$ cat src/srlm_pkg.sv
// ----------------------------------------------------------------------------
// srlm_pkg: shared constants and types of the smoothed RMS level meter
// Fixed field widths, smoothing coefficients, defaults and sequencer states.
// ----------------------------------------------------------------------------
package srlm_pkg;

    localparam int SAMPLE_W = 16;
    localparam int LEVEL_W  = 16;
    localparam int GAIN_W   = 11;

    localparam int DEF_MAX_SAMPLES = 256;
    localparam int DEF_SAMPLE_BITS = 16;

    localparam logic [15:0]        COEF_OLD   = 16'd60293;
    localparam logic [15:0]        COEF_NEW   = 16'd5243;
    localparam logic [16:0]        ROUND_HALF = 17'd32768;
    localparam logic [LEVEL_W-1:0] LEVEL_MAX  = 16'hFFFF;
    localparam logic [GAIN_W-1:0]  GAIN_RESET = 11'd256;

    typedef enum logic [2:0] {
        ST_IDLE,
        ST_SQUARE,
        ST_ROOT,
        ST_SMOOTH_OLD,
        ST_SMOOTH_NEW,
        ST_SCALE,
        ST_EMIT
    } srlm_state_t;

    typedef enum logic [1:0] {
        RP_IDLE,
        RP_DIVIDE,
        RP_SQRT
    } srlm_root_phase_t;

endpackage

$ cat src/srlm_mul.sv
// ----------------------------------------------------------------------------
// srlm_mul: serial multiply-accumulate
// Computes acc_in + a_in * b_in, one multiplier bit per cycle.
// ----------------------------------------------------------------------------
module srlm_mul #(
    parameter int MUL_W = 16,
    parameter int ACC_W = 39
) (
    input  logic             clk,
    input  logic             rst_n,
    input  logic             start,
    input  logic [ACC_W-1:0] acc_in,
    input  logic [MUL_W-1:0] a_in,
    input  logic [MUL_W-1:0] b_in,
    output logic             done,
    output logic [ACC_W-1:0] acc_out
);
    localparam int CW = $clog2(MUL_W + 1);

    logic [ACC_W-1:0] acc_reg;
    logic [ACC_W-1:0] a_reg;
    logic [MUL_W-1:0] b_reg;
    logic [CW-1:0]    cnt_reg;
    logic             busy_reg;
    logic             done_reg;

    always_ff @(posedge clk or negedge rst_n)
    begin
        if (!rst_n)
        begin
            busy_reg <= 1'b0;
            done_reg <= 1'b0;
            cnt_reg  <= '0;
        end
        else
        begin
            done_reg <= 1'b0;
            if (start)
            begin
                busy_reg <= 1'b1;
                cnt_reg  <= CW'(MUL_W);
            end
            else if (busy_reg)
            begin
                cnt_reg <= cnt_reg - CW'(1);
                if (cnt_reg == CW'(1))
                begin
                    busy_reg <= 1'b0;
                    done_reg <= 1'b1;
                end
            end
        end
    end

    always_ff @(posedge clk)
    begin
        if (start)
        begin
            acc_reg <= acc_in;
            a_reg   <= ACC_W'(a_in);
            b_reg   <= b_in;
        end
        else if (busy_reg)
        begin
            if (b_reg[0])
            begin
                acc_reg <= acc_reg + a_reg;
            end
            a_reg <= a_reg << 1;
            b_reg <= b_reg >> 1;
        end
    end

    assign done    = done_reg;
    assign acc_out = acc_reg;

endmodule

$ cat src/srlm_root.sv
// ----------------------------------------------------------------------------
// srlm_root: serial mean and square root
// Restoring division of the square sum by the count, one quotient bit per
// cycle, then digit-by-digit square root, one root bit per cycle.
// ----------------------------------------------------------------------------
module srlm_root #(
    parameter int SUM_W = 39,
    parameter int CNT_W = 9,
    parameter int RT_W  = (SUM_W + 1) / 2
) (
    input  logic             clk,
    input  logic             rst_n,
    input  logic             start,
    input  logic [SUM_W-1:0] sum,
    input  logic [CNT_W-1:0] count,
    output logic             done,
    output logic [RT_W-1:0]  root
);
    import srlm_pkg::*;

    localparam int NUM_W  = 2 * RT_W;
    localparam int STEP_W = $clog2(SUM_W + 1);

    srlm_root_phase_t phase_reg, phase_next;
    logic [STEP_W-1:0] step_reg, step_next;
    logic              done_reg, done_next;

    logic [NUM_W-1:0]  num_reg, num_next;
    logic [CNT_W-1:0]  rem_reg, rem_next;
    logic [CNT_W-1:0]  den_reg, den_next;
    logic [RT_W+1:0]   srem_reg, srem_next;
    logic [RT_W-1:0]   root_reg, root_next;

    logic [CNT_W:0]    div_trial;
    logic [CNT_W:0]    div_diff;
    logic              div_fits;
    logic [RT_W+3:0]   sq_shifted;
    logic [RT_W+3:0]   sq_trial;
    logic [RT_W+3:0]   sq_diff;
    logic              sq_fits;

    always_ff @(posedge clk or negedge rst_n)
    begin
        if (!rst_n)
        begin
            phase_reg <= RP_IDLE;
            step_reg  <= '0;
            done_reg  <= 1'b0;
        end
        else
        begin
            phase_reg <= phase_next;
            step_reg  <= step_next;
            done_reg  <= done_next;
        end
    end

    always_ff @(posedge clk)
    begin
        num_reg  <= num_next;
        rem_reg  <= rem_next;
        den_reg  <= den_next;
        srem_reg <= srem_next;
        root_reg <= root_next;
    end

    always_comb
    begin
        div_trial  = {rem_reg, num_reg[SUM_W-1]};
        div_fits   = div_trial >= {1'b0, den_reg};
        div_diff   = div_trial - {1'b0, den_reg};
        sq_shifted = {srem_reg, num_reg[NUM_W-1 -: 2]};
        sq_trial   = (RT_W + 4)'({root_reg, 2'b01});
        sq_fits    = sq_shifted >= sq_trial;
        sq_diff    = sq_shifted - sq_trial;

        phase_next = phase_reg;
        step_next  = step_reg;
        done_next  = 1'b0;
        num_next   = num_reg;
        rem_next   = rem_reg;
        den_next   = den_reg;
        srem_next  = srem_reg;
        root_next  = root_reg;

        unique case (phase_reg)
            RP_IDLE:
            begin
                if (start)
                begin
                    rem_next  = '0;
                    den_next  = count;
                    srem_next = '0;
                    root_next = '0;
                    if (count == '0)
                    begin
                        num_next   = '0;
                        phase_next = RP_SQRT;
                        step_next  = STEP_W'(RT_W);
                    end
                    else
                    begin
                        num_next   = NUM_W'(sum);
                        phase_next = RP_DIVIDE;
                        step_next  = STEP_W'(SUM_W);
                    end
                end
            end
            RP_DIVIDE:
            begin
                num_next  = NUM_W'({num_reg[SUM_W-2:0], div_fits});
                rem_next  = div_fits ? div_diff[CNT_W-1:0] : div_trial[CNT_W-1:0];
                step_next = step_reg - STEP_W'(1);
                if (step_reg == STEP_W'(1))
                begin
                    phase_next = RP_SQRT;
                    step_next  = STEP_W'(RT_W);
                end
            end
            RP_SQRT:
            begin
                num_next  = num_reg << 2;
                srem_next = sq_fits ? sq_diff[RT_W+1:0] : sq_shifted[RT_W+1:0];
                root_next = {root_reg[RT_W-2:0], sq_fits};
                step_next = step_reg - STEP_W'(1);
                if (step_reg == STEP_W'(1))
                begin
                    phase_next = RP_IDLE;
                    done_next  = 1'b1;
                end
            end
            default:
            begin
                phase_next = RP_IDLE;
            end
        endcase
    end

    assign done = done_reg;
    assign root = root_reg;

endmodule

$ cat src/smoothed_rms_level_meter.sv
// ----------------------------------------------------------------------------
// smoothed_rms_level_meter: buffer RMS with exponential smoothing and gain
// Accumulates squared samples per buffer; on the last sample takes the mean,
// its square root, the smoothed level and the gain-scaled level.
//
//   channel   handshake                  payload
//   in        in_valid / in_stall        sample, last_in_buffer
//   out       out_valid / out_stall      rms_level, smoothed_level,
//                                        scaled_level, overrun
//   config    volume_gain_write          volume_gain
//
// Samples past MAX_SAMPLES in a buffer are dropped and flag an overrun. A last
// sample then runs a restoring division, a square root and three serial
// products (old smoothed level, new level, gain). in_stall is high while an
// item is at work. A finished result waits in the output register; new samples
// are taken meanwhile. Reset clears the buffer and the smoothed level and sets
// the gain to 4.0 at the default sample width.
// ----------------------------------------------------------------------------
module smoothed_rms_level_meter #(
    parameter int MAX_SAMPLES = srlm_pkg::DEF_MAX_SAMPLES,
    parameter int SAMPLE_BITS = srlm_pkg::DEF_SAMPLE_BITS
) (
    input  logic                                clk,
    input  logic                                rst_n,
    input  logic                                volume_gain_write,
    input  logic [srlm_pkg::GAIN_W-1:0]         volume_gain,
    input  logic                                in_valid,
    output logic                                in_stall,
    input  logic signed [srlm_pkg::SAMPLE_W-1:0] sample,
    input  logic                                last_in_buffer,
    output logic                                out_valid,
    input  logic                                out_stall,
    output logic [srlm_pkg::LEVEL_W-1:0]        rms_level,
    output logic [srlm_pkg::LEVEL_W-1:0]        smoothed_level,
    output logic [srlm_pkg::LEVEL_W-1:0]        scaled_level,
    output logic                                overrun
);
    import srlm_pkg::*;

    localparam int MW    = (SAMPLE_BITS > 16) ? SAMPLE_BITS : 16;
    localparam int SUM_W = 2 * SAMPLE_BITS - 1 + $clog2(MAX_SAMPLES);
    localparam int CNT_W = $clog2(MAX_SAMPLES + 1);
    localparam int ACC_W = (SUM_W > 2 * MW + 1) ? SUM_W : 2 * MW + 1;
    localparam int RT_W  = (SUM_W + 1) / 2;
    localparam int RW    = (RT_W > LEVEL_W) ? RT_W : LEVEL_W;
    localparam int SHR   = (SAMPLE_BITS >= 10) ? SAMPLE_BITS - 10 : 0;
    localparam int SHL   = (SAMPLE_BITS >= 10) ? 0 : 10 - SAMPLE_BITS;

    srlm_state_t state_reg, state_next;

    logic [SUM_W-1:0]   sum_reg, sum_next;
    logic [CNT_W-1:0]   count_reg, count_next;
    logic [LEVEL_W-1:0] smooth_reg, smooth_next;
    logic               overrun_reg, overrun_next;
    logic               last_reg, last_next;
    logic [GAIN_W-1:0]  gain_reg;

    logic [LEVEL_W-1:0] rms_reg, rms_next;
    logic [LEVEL_W-1:0] scaled_reg, scaled_next;

    logic               out_valid_reg, out_valid_next;
    logic [LEVEL_W-1:0] rms_out_reg, rms_out_next;
    logic [LEVEL_W-1:0] smooth_out_reg, smooth_out_next;
    logic [LEVEL_W-1:0] scaled_out_reg, scaled_out_next;
    logic               overrun_out_reg, overrun_out_next;

    logic [MW-1:0]          sample_ext;
    logic [SAMPLE_BITS-1:0] raw;
    logic [SAMPLE_BITS-1:0] mag;
    logic                   in_xfer;
    logic                   full;

    logic               mul_start;
    logic [ACC_W-1:0]   mul_acc_in;
    logic [MW-1:0]      mul_a;
    logic [MW-1:0]      mul_b;
    logic               mul_done;
    logic [ACC_W-1:0]   mul_acc_out;

    logic               root_start;
    logic               root_done;
    logic [RT_W-1:0]    root_val;

    logic [ACC_W-17:0]  smooth_wide;
    logic [ACC_W-1:0]   scaled_wide;

    srlm_mul #(
        .MUL_W (MW),
        .ACC_W (ACC_W)
    ) u_mul (
        .clk     (clk),
        .rst_n   (rst_n),
        .start   (mul_start),
        .acc_in  (mul_acc_in),
        .a_in    (mul_a),
        .b_in    (mul_b),
        .done    (mul_done),
        .acc_out (mul_acc_out)
    );

    srlm_root #(
        .SUM_W (SUM_W),
        .CNT_W (CNT_W),
        .RT_W  (RT_W)
    ) u_root (
        .clk   (clk),
        .rst_n (rst_n),
        .start (root_start),
        .sum   (sum_next),
        .count (count_next),
        .done  (root_done),
        .root  (root_val)
    );

    always_ff @(posedge clk or negedge rst_n)
    begin
        if (!rst_n)
        begin
            state_reg     <= ST_IDLE;
            sum_reg       <= '0;
            count_reg     <= '0;
            smooth_reg    <= '0;
            overrun_reg   <= 1'b0;
            last_reg      <= 1'b0;
            gain_reg      <= GAIN_RESET;
            out_valid_reg <= 1'b0;
        end
        else
        begin
            state_reg     <= state_next;
            sum_reg       <= sum_next;
            count_reg     <= count_next;
            smooth_reg    <= smooth_next;
            overrun_reg   <= overrun_next;
            last_reg      <= last_next;
            out_valid_reg <= out_valid_next;
            if (volume_gain_write)
            begin
                gain_reg <= volume_gain;
            end
        end
    end

    always_ff @(posedge clk)
    begin
        rms_reg         <= rms_next;
        scaled_reg      <= scaled_next;
        rms_out_reg     <= rms_out_next;
        smooth_out_reg  <= smooth_out_next;
        scaled_out_reg  <= scaled_out_next;
        overrun_out_reg <= overrun_out_next;
    end

    always_comb
    begin
        sample_ext  = MW'($unsigned(sample));
        raw         = sample_ext[SAMPLE_BITS-1:0];
        mag         = raw[SAMPLE_BITS-1] ? (~raw + SAMPLE_BITS'(1)) : raw;
        in_xfer     = in_valid && (state_reg == ST_IDLE);
        full        = count_reg == CNT_W'(MAX_SAMPLES);
        smooth_wide = mul_acc_out[ACC_W-1:16];
        scaled_wide = (mul_acc_out >> SHR) << SHL;

        state_next       = state_reg;
        sum_next         = sum_reg;
        count_next       = count_reg;
        smooth_next      = smooth_reg;
        overrun_next     = overrun_reg;
        last_next        = last_reg;
        rms_next         = rms_reg;
        scaled_next      = scaled_reg;
        out_valid_next   = out_valid_reg && out_stall;
        rms_out_next     = rms_out_reg;
        smooth_out_next  = smooth_out_reg;
        scaled_out_next  = scaled_out_reg;
        overrun_out_next = overrun_out_reg;
        mul_start        = 1'b0;
        mul_acc_in       = '0;
        mul_a            = '0;
        mul_b            = '0;
        root_start       = 1'b0;

        unique case (state_reg)
            ST_IDLE:
            begin
                if (in_xfer)
                begin
                    last_next = last_in_buffer;
                    if (full)
                    begin
                        overrun_next = 1'b1;
                        if (last_in_buffer)
                        begin
                            root_start = 1'b1;
                            state_next = ST_ROOT;
                        end
                    end
                    else
                    begin
                        mul_start  = 1'b1;
                        mul_acc_in = ACC_W'(sum_reg);
                        mul_a      = MW'(mag);
                        mul_b      = MW'(mag);
                        state_next = ST_SQUARE;
                    end
                end
            end
            ST_SQUARE:
            begin
                if (mul_done)
                begin
                    sum_next   = mul_acc_out[SUM_W-1:0];
                    count_next = count_reg + CNT_W'(1);
                    if (last_reg)
                    begin
                        root_start = 1'b1;
                        state_next = ST_ROOT;
                    end
                    else
                    begin
                        state_next = ST_IDLE;
                    end
                end
            end
            ST_ROOT:
            begin
                if (root_done)
                begin
                    if (RW'(root_val) > RW'(LEVEL_MAX))
                    begin
                        rms_next = LEVEL_MAX;
                    end
                    else
                    begin
                        rms_next = LEVEL_W'(root_val);
                    end
                    mul_start  = 1'b1;
                    mul_acc_in = ACC_W'(ROUND_HALF);
                    mul_a      = MW'(COEF_OLD);
                    mul_b      = MW'(smooth_reg);
                    state_next = ST_SMOOTH_OLD;
                end
            end
            ST_SMOOTH_OLD:
            begin
                if (mul_done)
                begin
                    mul_start  = 1'b1;
                    mul_acc_in = mul_acc_out;
                    mul_a      = MW'(COEF_NEW);
                    mul_b      = MW'(rms_reg);
                    state_next = ST_SMOOTH_NEW;
                end
            end
            ST_SMOOTH_NEW:
            begin
                if (mul_done)
                begin
                    if (smooth_wide > (ACC_W - 16)'(LEVEL_MAX))
                    begin
                        smooth_next = LEVEL_MAX;
                    end
                    else
                    begin
                        smooth_next = LEVEL_W'(smooth_wide);
                    end
                    mul_start  = 1'b1;
                    mul_acc_in = '0;
                    mul_a      = MW'(gain_reg);
                    mul_b      = MW'(smooth_next);
                    state_next = ST_SCALE;
                end
            end
            ST_SCALE:
            begin
                if (mul_done)
                begin
                    if (scaled_wide > ACC_W'(LEVEL_MAX))
                    begin
                        scaled_next = LEVEL_MAX;
                    end
                    else
                    begin
                        scaled_next = LEVEL_W'(scaled_wide);
                    end
                    state_next = ST_EMIT;
                end
            end
            ST_EMIT:
            begin
                if (!out_valid_reg || !out_stall)
                begin
                    out_valid_next   = 1'b1;
                    rms_out_next     = rms_reg;
                    smooth_out_next  = smooth_reg;
                    scaled_out_next  = scaled_reg;
                    overrun_out_next = overrun_reg;
                    sum_next         = '0;
                    count_next       = '0;
                    overrun_next     = 1'b0;
                    state_next       = ST_IDLE;
                end
            end
            default:
            begin
                state_next = ST_IDLE;
            end
        endcase
    end

    assign in_stall       = state_reg != ST_IDLE;
    assign out_valid      = out_valid_reg;
    assign rms_level      = rms_out_reg;
    assign smoothed_level = smooth_out_reg;
    assign scaled_level   = scaled_out_reg;
    assign overrun        = overrun_out_reg;

endmodule

$ cat config.mk
export PLATFORM = sky130hd
export DESIGN_NAME = smoothed_rms_level_meter
export DESIGN_NICKNAME = d
export VERILOG_FILES = /design/src/srlm_pkg.sv /design/src/srlm_mul.sv /design/src/srlm_root.sv /design/src/smoothed_rms_level_meter.sv
export SDC_FILE = /design/constraint.sdc
export NUM_CORES = 1
export LEC_CHECK = 0
export ABC_AREA = 0
export ABC_CLOCK_PERIOD_IN_PS = 8790
export BUFFER_PORTS_ARGS = -buffer_cell sky130_fd_sc_hd__buf_2
export CAP_MARGIN = 20
export CORE_UTILIZATION = 60
export DETAILED_ROUTE_END_ITERATION = 7
export GPL_ROUTABILITY_DRIVEN = 0
export PLACE_DENSITY = 0.82
export REMOVE_ABC_BUFFERS = 1
export SYNTH_ARGS = -nofsm -noshare
export SYNTH_HDL_FRONTEND = slang
export SYNTH_HIERARCHICAL = 1
export SYNTH_SLANG_ARGS = --single-unit
$ cat constraint.sdc
create_clock -name clk -period 8.79 [get_ports clk]
set_clock_uncertainty 0.15 [all_clocks]
set_input_delay 1.3185 -clock clk [delete_from_list [all_inputs] [get_ports clk]]
set_output_delay 1.3185 -clock clk [all_outputs]
set_load 0.02 [all_outputs]
== Word-level counts from Yosys, hierarchy flattened ==
Index checks and enable logic that the tools add are counted.
Cells by class
  $add $sub $neg: 7
  order comparisons: 5
  eq/ne operators: 24
  muxes and demuxes: 88
  bitwise gates (word level): 1
  reduce and logical (&&, ||, !) cells: 29
Operators with widths (count)
  39-bit two-way mux: 9
  16-bit two-way mux: 13
  16-bit one-hot mux with 4 select lines: 2
  40-bit one-hot mux with 3 select lines: 1
  39-bit one-hot mux with 3 select lines: 1
  39-bit one-hot mux with 2 select lines: 1
  22-bit two-way mux: 2
  22-bit one-hot mux with 2 select lines: 1
  40-bit two-way mux: 1
  20-bit one-hot mux with 2 select lines: 1
  39-bit adder: 1
  9-bit two-way mux: 4
  9-bit one-hot mux with 2 select lines: 2
  33-bit by 16-bit > comparator with 1-bit output, second input constant: 1
  3-bit two-way mux: 9
  24-bit by 22-bit >= comparator with 1-bit output: 1
  23-bit by 16-bit > comparator with 1-bit output, second input constant: 1
  1-bit two-way mux: 22
  22-bit subtractor: 1
  3-bit one-hot mux with 7 select lines: 1
  20-bit by 16-bit > comparator with 1-bit output, second input constant: 1
  20-bit two-way mux: 1
  6-bit two-way mux: 3
  6-bit one-hot mux with 3 select lines: 1
  38 further kinds: 73
Word-level totals
  register bits after elaboration: 372
  bits of input ports: 33
  output and inout port bits: 51
  word-level logic and storage cells: 183

== Logic depth before layout (Yosys ltp) ==
Gate-level depths: netlist (run 1).
  word-level depth: 8
  gate-level depth with buffers: 13
  mapped depth without buffers: 11

== By module ==
Netlist (run 1), hierarchy kept.
Modules (own cells, without submodules)
  smoothed_rms_level_meter: times used 1, cells each 639, area an instance 7258.2 um2
  srlm_mul: times used 1, cells each 634, area an instance 6408.6 um2
  srlm_root: times used 1, cells each 616, area an instance 6399.9 um2

== Worst setup path before layout (run 1) ==
Ideal clock, no wire load.
  path type: input to register
  start point: input out_stall
  end point: register u_root.num_reg[22], data pin
  library setup time: 0.262 ns
  arrival: 4.317 ns
  setup slack: 4.061 ns
  cell stages on the path: 12
  cells stage by stage: nand2_1 nand2b_1 clkbuf_1 inv_1 nor2_1 nand2_1 o21ai_0 nor4_1 a31oi_1 clkbuf_1 a222oi_1 inv_1
Between the ends
  word-level cells in the longest chain between the ends: 8
  elaborated cells on any way between the ends: 10
  those cells by class: mux (7); reduce/logical (3)
RTL lines
  start: declaration: RTL line smoothed_rms_level_meter.sv:32  | input logic out_stall,
  1-bit logical NOT: RTL line smoothed_rms_level_meter.sv:291  | if (!out_valid_reg || !out_stall)
  1-bit logical OR: RTL line smoothed_rms_level_meter.sv:291
  9-bit two-way mux: RTL line smoothed_rms_level_meter.sv:291
  9-bit one-hot mux with 2 select lines: RTL line smoothed_rms_level_meter.sv:183  | unique case (state_reg)
  via count_next[0]: RTL line smoothed_rms_level_meter.sv:52  | logic [CNT_W-1:0] count_reg, count_next;
  9-bit logical NOT: RTL line srlm_root.sv:95  | if (count == '0)
  39-bit two-way mux: RTL line srlm_root.sv:95
  40-bit two-way mux: RTL line srlm_root.sv:89  | if (start)
  40-bit one-hot mux with 3 select lines: RTL line srlm_root.sv:86  | unique case (phase_reg)
  via u_root.num_next[22]: RTL line srlm_root.sv:28  | logic [NUM_W-1:0] num_reg, num_next;
  end signal: assignment: RTL line srlm_root.sv:60  | num_reg <= num_next;
  end: declaration: RTL line srlm_root.sv:28
The timed path passes the listed nets, and every way through them passes these cells. The select of a mux whose other input is x is not followed.
A chain may end at the register's enable or synchronous reset.

== Final worst setup path (run 1) ==
  start point: input in_valid
  end point: register u_mul.acc_reg[31] (netlist: u_mul/acc_out[31]) (enable)
Between the ends
  word-level cells in the longest chain between the ends: 5
  elaborated cells on any way between the ends: 7
  those cells by class: eq/ne (1); mux (2); reduce/logical (4)
RTL lines
  start: declaration: RTL line smoothed_rms_level_meter.sv:27  | input logic in_valid,
  1-bit logical AND *: RTL line smoothed_rms_level_meter.sv:159  | in_xfer = in_valid && (state_reg == ST_IDLE);
  1-bit two-way mux *: RTL line smoothed_rms_level_meter.sv:186  | if (in_xfer)
  1-bit one-hot mux with 3 select lines *: RTL line smoothed_rms_level_meter.sv:183
  via mul_start: RTL line smoothed_rms_level_meter.sv:73  | logic mul_start;
  3-bit inequality test (no source line) / 2-bit nonzero test (equally long branches)
  3-bit AND reduction (no source line) *
  end signal: assignment: RTL line srlm_mul.sv:59  | acc_reg <= acc_in;
  end signal: assignment: RTL line srlm_mul.sv:67  | acc_reg <= acc_reg + a_reg;
  end: declaration: RTL line srlm_mul.sv:20  | logic [ACC_W-1:0] acc_reg;
The timed path passes the listed nets; every way through them passes the cells marked *.

==> results.ini, run 1 <==
[timing]
finalMaxSlewViolations=0
achievable-frequency_ghz=0.200
report.final.setup_viol=0
rsz0062_at_grt=no
finalSetupTns_ns=0
timing.final.crit_period_ns=5.01
worst_pin_slew_ns=1.08
final_hold_violations=0
period_share_pct=57.0
slew_headroom_pct=28.1

[yosys]
yosys_warnings=6
syn-mean-instance-area_um2=10.6
ys_seq_area_share_pct=52.1
synthCells=1889
ys.flop_type=sky130_fd_sc_hd__edfxtp_1
synth.ff_latch_count=372
netlist_area_um2=20100
number_of_distinct_library_cells_after_synthesis=96
synth_enable_flop_cells=252
asyncSetResetFlopFracSynth_pct=26.1

[setup_path]
crit_end=u_mul/acc_out[31]
worst_r2r_path_depth=6
regToRegStartpoint=state_reg[0]
setup.worst_path.start_class=input port
setup_crit_end_kind=flip-flop
critical_path.max_fanout=43
worst_r2r_endpoint=u_mul/acc_out[31]
worst_ep_required_ns=8.84
worst_ep_arrival_time_ns=5.06
ff2ff_setup_slack_ns=3.97
worstSetupPathType=in -> reg
critPathLaunch=in_valid

[routing]
num_vias=15545
drt_pre_antenna_iters=8
routed_via_density=6.46
drtAntennaViolNets=0
drcViolationCount=6
detail_route.wl_per_cell_um=20.7
first_iter_violations=2278
drt_wl_total_um=49700

[clock_network]
clk_path_buf_depth=3
clkSinkCount=372
cts_tree=yes
postCtsResizedCells=0
clockRootBuffer=sky130_fd_sc_hd__clkbuf_16
clk_transition_reported_paths_ns=0.06
post-cts-setup-buffer-count=0
htree_levels=2
cts_hold_repair.buffers=0
worst_skew_pair.late_latency_ns=0.54
cts-buffers-inserted=40

[global_routing]
antenna_violations_before_repair=2
first_global_vias=14531
grt_first_pass_wirelength_um=77700
grt_max_degree=111
groute.usage.overall_pct=29.2
global_route.overflow_total=0

[floorplan]
die_width_um=185
die_y_um=185
top_level_ports=84
floorplan.initialDensity_pct=61.4
die_outline_area_um2=34200
core_region_area_um2=32700
placementRows=66

[placed_design]
place.detailed.hpwl_um=34100
portBuffers=83
placed_area_um2=20800

[cells_and_area]
finalInstanceArea_um2=22300
drive_above_1_share_pct=14.1
filler_cell_count_in_the_final_layout=2371
area_growth_pct=11.3
layout.nets=2046
largest_register_ffs=40

[outcome]
failed_checks=DRC
run_status=complete, but fails checks

[power]
power_per_cell_area_nw_per_um2=411
total_leakage_power_nw=9.06
vdd_ir_drop_max_mv=0.255

[run]
maxCapViolCount=0

[hold_path]
hold_path_class=reg -> reg

## Yosys cell counts, types with 4 or more instances
cell type | count | area share, %
sky130_fd_sc_hd__mux2_2 | 46 | 2.6
sky130_fd_sc_hd__ha_1 | 79 | 4.9
sky130_fd_sc_hd__a32o_1 | 13 | 0.65
sky130_fd_sc_hd__o21a_1 | 9 | 0.34
sky130_fd_sc_hd__nor4_1 | 10 | 0.31
sky130_fd_sc_hd__nor2_1 | 129 | 2.4
sky130_fd_sc_hd__o31ai_1 | 12 | 0.45
sky130_fd_sc_hd__xnor2_1 | 28 | 1.2
sky130_fd_sc_hd__nand2b_1 | 45 | 1.4
sky130_fd_sc_hd__buf_2 | 14 | 0.35
sky130_fd_sc_hd__dfrtp_1 | 96 | 12
sky130_fd_sc_hd__edfxtp_1 | 252 | 38
sky130_fd_sc_hd__o211ai_1 | 23 | 0.86
sky130_fd_sc_hd__nand4_1 | 24 | 0.75
sky130_fd_sc_hd__nand2_1 | 232 | 4.3
sky130_fd_sc_hd__buf_1 | 9 | 0.17
sky130_fd_sc_hd__a21oi_2 | 8 | 0.35
sky130_fd_sc_hd__a21o_1 | 20 | 0.75
sky130_fd_sc_hd__buf_6 | 5 | 0.28
sky130_fd_sc_hd__nor2b_1 | 11 | 0.34
sky130_fd_sc_hd__xor2_1 | 39 | 1.7
sky130_fd_sc_hd__buf_4 | 6 | 0.22
sky130_fd_sc_hd__a31oi_1 | 8 | 0.25
sky130_fd_sc_hd__inv_1 | 102 | 1.9
sky130_fd_sc_hd__o21ai_0 | 87 | 2.2
sky130_fd_sc_hd__or3_1 | 13 | 0.41
sky130_fd_sc_hd__nand3_1 | 62 | 1.5
sky130_fd_sc_hd__o21bai_1 | 8 | 0.30
sky130_fd_sc_hd__and3_1 | 7 | 0.22
sky130_fd_sc_hd__nor3_1 | 22 | 0.55
sky130_fd_sc_hd__or4_1 | 10 | 0.37
sky130_fd_sc_hd__o22ai_1 | 4 | 0.12
sky130_fd_sc_hd__a211oi_1 | 11 | 0.41
sky130_fd_sc_hd__a222oi_1 | 38 | 1.9
sky130_fd_sc_hd__mux2i_1 | 45 | 2.2
sky130_fd_sc_hd__and2_1 | 5 | 0.16
sky130_fd_sc_hd__nor3b_1 | 5 | 0.19
sky130_fd_sc_hd__a22o_1 | 34 | 1.5
sky130_fd_sc_hd__o21ai_1 | 27 | 0.67
sky130_fd_sc_hd__clkbuf_1 | 71 | 1.3
sky130_fd_sc_hd__dfxtp_1 | 23 | 2.3
sky130_fd_sc_hd__a21oi_1 | 98 | 2.4
sky130_fd_sc_hd__a22oi_1 | 15 | 0.56
## critical path, stage by stage
cell                       delay [ns]
sky130_fd_sc_hd__buf_2           0.11
sky130_fd_sc_hd__nor4b_2         0.47
sky130_fd_sc_hd__nor2b_4         0.96
sky130_fd_sc_hd__or4_4           0.54
sky130_fd_sc_hd__clkinv_1        0.51
sky130_fd_sc_hd__nand2_1         0.64
sky130_fd_sc_hd__buf_4           0.44
## worst min-delay path by stage
stage / startpoint / to / slack, ns / cells after the start
detailed placement: scaled_reg[10] / scaled_level[10] / 0.26 / 0
global route: scaled_reg[7] / scaled_level[7] / 0.28 / 0
finish: scaled_reg[15] / scaled_level[15] / 0.27 / 0
global placement: scaled_reg[14] / scaled_level[14] / 0.25 / 0
CTS: scaled_reg[15] / scaled_level[15] / 0.27 / 0
floorplan: scaled_reg[0] / scaled_level[0] / 0.25 / 0
## metal layers
| layer | vias to the layer above | part of all wire [%] | GRT usage [%] |
|---|---|---|---|
| met4 | 2 | 3.3 | 9.65 |
| met1 | 7523 | 41 | 41.0 |
| met5 | - | 0.020 | 0 |
| li1 | 7082 | - | - |
| met3 | 107 | 9.4 | 5.31 |
| met2 | 831 | 46 | 45.9 |
## cells by family after synthesis
family,synth area share [%]
buffers and inverters,4.31
AOI/OAI and AO/OA,16.5
and+or+nand+nor,14.2
muxes,4.83
adders and majority gates,5.13
xor gates and xnor gates,2.92
DFF,52.1
## area by class of cell
| type | count | area (um^2) | share of cell area [%] |
|---|---|---|---|
| Clock inverter | 17 | 229 | 1.03 |
| Tap cell | 442 | 553 | 2.48 |
| Clock buffer | 56 | 1260 | 5.64 |
| Antenna cell | 1 | 2.50 | 0.0112 |
| Inverter | 105 | 394 | 1.76 |
| Timing Repair Buffer | 106 | 611 | 2.73 |
| Sequential cell | 372 | 10500 | 46.8 |
| Multi-Input combinational cell | 1307 | 8830 | 39.5 |
## power by group
part	internal, mW	switching [mW]	leakage, nW
clock network	1.15	0.704	0.724
registers	2.75	0.541	3.74
logic	1.59	2.45	4.59
## per-stage QoR
| step | hold slack, ns | util (%) | total power [mW] | instances | setup slack [ns] |
|---|---|---|---|---|---|
| 3_5_place_dp | 0.255 | 63.7 | 7.18 | 2331 | 3.30 |
| 4_1_cts | 0.269 | 68.2 | 9.07 | 2404 | 3.84 |
| 2_1_floorplan | 0.250 | - | 6.09 | 1784 | -0.445 |
| 6_report | 0.268 | 68.3 | 9.19 | 2406 | 3.78 |
| 5_1_grt | 0.277 | 68.3 | 9.69 | 2405 | 3.53 |
| 3_3_place_gp | 0.253 | 63.6 | 6.98 | 2330 | 3.46 |
## placed cells by master (no fill, tap or decap), drive strengths merged, types with 14 or more instances in the layout
cell,instances
edfxtp,252
nand2,233
nor2,130
o21ai,116
a21oi,106
buf,106
inv,103
dfrtp,96
ha,79
nand3,62
clkbuf,56
mux2,46
nand2b,45
mux2i,45
xor2,39
a222oi,38
a22o,35
xnor2,28
nand4,24
o211ai,24
nor3,24
dfxtp,23
a21o,20
a22oi,15
o31ai,15
or3,14
a211oi,14
Power figures use the tool's default switching activity.
==> inputs of run 2 (changes only) <==
--- a/config.mk
+++ b/config.mk
@@ -6,7 +6,7 @@
 export NUM_CORES = 1
 export LEC_CHECK = 0
 export ABC_AREA = 0
-export ABC_CLOCK_PERIOD_IN_PS = 8790
+export ABC_CLOCK_PERIOD_IN_PS = 5000
 export BUFFER_PORTS_ARGS = -buffer_cell sky130_fd_sc_hd__buf_2
 export CAP_MARGIN = 20
 export CORE_UTILIZATION = 60
==> constraint.sdc (replaced) <==
create_clock -name clk -period 5 [get_ports clk]
set_clock_uncertainty 0.15 [all_clocks]
set_input_delay 0.75 -clock clk [delete_from_list [all_inputs] [get_ports clk]]
set_output_delay 0.75 -clock clk [all_outputs]
set_load 0.02 [all_outputs]
==> results.ini, run 2 (synthesis results as in run 1) <==
[global_routing]
antenna_violations_before_repair=2
global_route.overflow_total=0
grt_max_degree=59
grt_first_pass_wirelength_um=79900
first_global_vias=14803
groute.usage.overall_pct=30.1

[hold_path]
critical_hold_path_startpoint=scaled_reg[15]
hold_path_class=reg -> reg

[cells_and_area]
filler_cell_count_in_the_final_layout=2338
area_growth_pct=10.5
final_core_util_pct=67.8
layout.nets=2050
finalInstanceArea_um2=22200
layout.cells.most_common=sky130_fd_sc_hd__edfxtp_1
most-common-layout-cells=sky130_fd_sc_hd__edfxtp_1 (252), sky130_fd_sc_hd__nand2_1 (232), sky130_fd_sc_hd__nor2_1 (127), sky130_fd_sc_hd__inv_1 (101), sky130_fd_sc_hd__a21oi_1 (98)
largest_register_ffs=40
drive_above_1_share_pct=13.9
n_antenna_cell=0

[setup_path]
critical_path.max_fanout=41
worst_ep_arrival_time_ns=4.01
critPathLaunch=u_mul/done
critPathSlowestCell=sky130_fd_sc_hd__dfrtp_1
regToRegStartpoint=u_mul/done
timing.critical_path.cells=nand2_1 > nor3_2 > buf_4 > and3_1 > nand4_1 > mux2i_1 > nor3_1 > a31oi_4 > buf_12 > a222oi_1 > inv_1
worst_ep_required_ns=5.16
worstSetupPathType=reg -> reg
critical-path-max-stage-delay_ns=0.72
setup.worst_path.start_class=flip-flop
setup_crit_end_kind=flip-flop

[floorplan]
die_width_um=185
placementRows=66
floorplan.initialDensity_pct=61.4
core_region_area_um2=32700
top_level_ports=84
die_y_um=185
die_outline_area_um2=34200

[placed_design]
placement.setup.worst_slack_ns=0.986
place.detailed.hpwl_um=34800
placed_area_um2=20800
portBuffers=83

[timing]
final_hold_violations=0
report.final.setup_viol=0
achievable-frequency_ghz=0.260
rsz0062_at_grt=no
timing.final.crit_period_ns=3.85
slew_headroom_pct=45.9
worst_pin_slew_ns=0.809
finalMaxSlewViolations=0
postLayoutSetupSlackWorst_ns=1.15
period_share_pct=77.1

[clock_network]
postCtsResizedCells=0
post-cts-setup-buffer-count=0
clockRootBuffer=sky130_fd_sc_hd__clkbuf_16
worst_skew_pair.late_latency_ns=0.57
clk_transition_reported_paths_ns=0.07
htree_levels=2
clk_path_buf_depth=3
cts-buffers-inserted=39
clkSinkCount=372
cts_hold_repair.buffers=1
cts_tree=yes

[routing]
drtAntennaViolNets=0
detail_route.wl_per_cell_um=21.0
routed_via_density=6.50
first_iter_violations=2055
drcViolationCount=0
drt_pre_antenna_iters=8
num_vias=15669
drt_wl_total_um=50700

[power]
power_per_cell_area_nw_per_um2=715
total_leakage_power_nw=8.97
vdd_ir_drop_max_mv=0.462

[run]
maxCapViolCount=0

[outcome]
run_status=completed

==> run 2: metrics by stage <==
stage	power [mW]	hold WS [ns]	instances	setup TNS (ns)
final	15.9	0.268	2409	0
after global placement	12.3	0.253	2335	0
after global routing	16.7	0.269	2409	0
after floorplan	10.7	0.250	1784	-517.03
after CTS	15.7	0.255	2408	0
after detailed placement	12.6	0.255	2335	0
==> run 2: where the power goes <==
part           internal [mW]  leakage (nW)  switching (mW)
combinational           2.80          4.61            4.32
sequential              4.83          3.74           0.948
clock                   1.71         0.614            1.26
==> run 2: critical path: cells and delay by family (launching register included) <==
family / cells / cell delay (ns)
buf+inv: 3 / 0.75
simple gates: 5 / 1.20
compound gates: 2 / 0.60
flops: 1 / 0.72
mux: 1 / 0.19
==> run 2: path summary, 6_finish.rpt <==
kind	endpoint	slack, ns	cells past startpoint
min in group asynchronous	gain_reg[10]	0.53	2
worst min register to register	scaled_level[15]	0.27	0
worst max register to register	u_root/num_reg[11]	1.15	11
worst max-delay path	u_root/num_reg[11]	1.15	11
worst min-delay path	scaled_level[15]	0.27	0
max in group asynchronous	u_root/step_reg[0]	3.30	3
==> run 2: metal layers <==
layer | up-vias | wire length [um] | GRT usage, %
met4 | 2 | 1960 | 12.0
li1 | 7086 | - | -
met1 | 7639 | 20900 | 41.6
met2 | 804 | 23200 | 46.8
met5 | - | 12 | 0
met3 | 138 | 4610 | 5.76
==> run 2: layout make-up <==
type | count | area [um^2] | share of cell area [%]
sequential | 372 | 10500 | 47.2
multi-input combinational | 1307 | 8830 | 39.8
clock buffer | 52 | 1090 | 4.90
timing repair buffer | 111 | 643 | 2.90
tap | 442 | 553 | 2.49
inverter | 105 | 394 | 1.78
clock inverter | 20 | 216 | 0.976
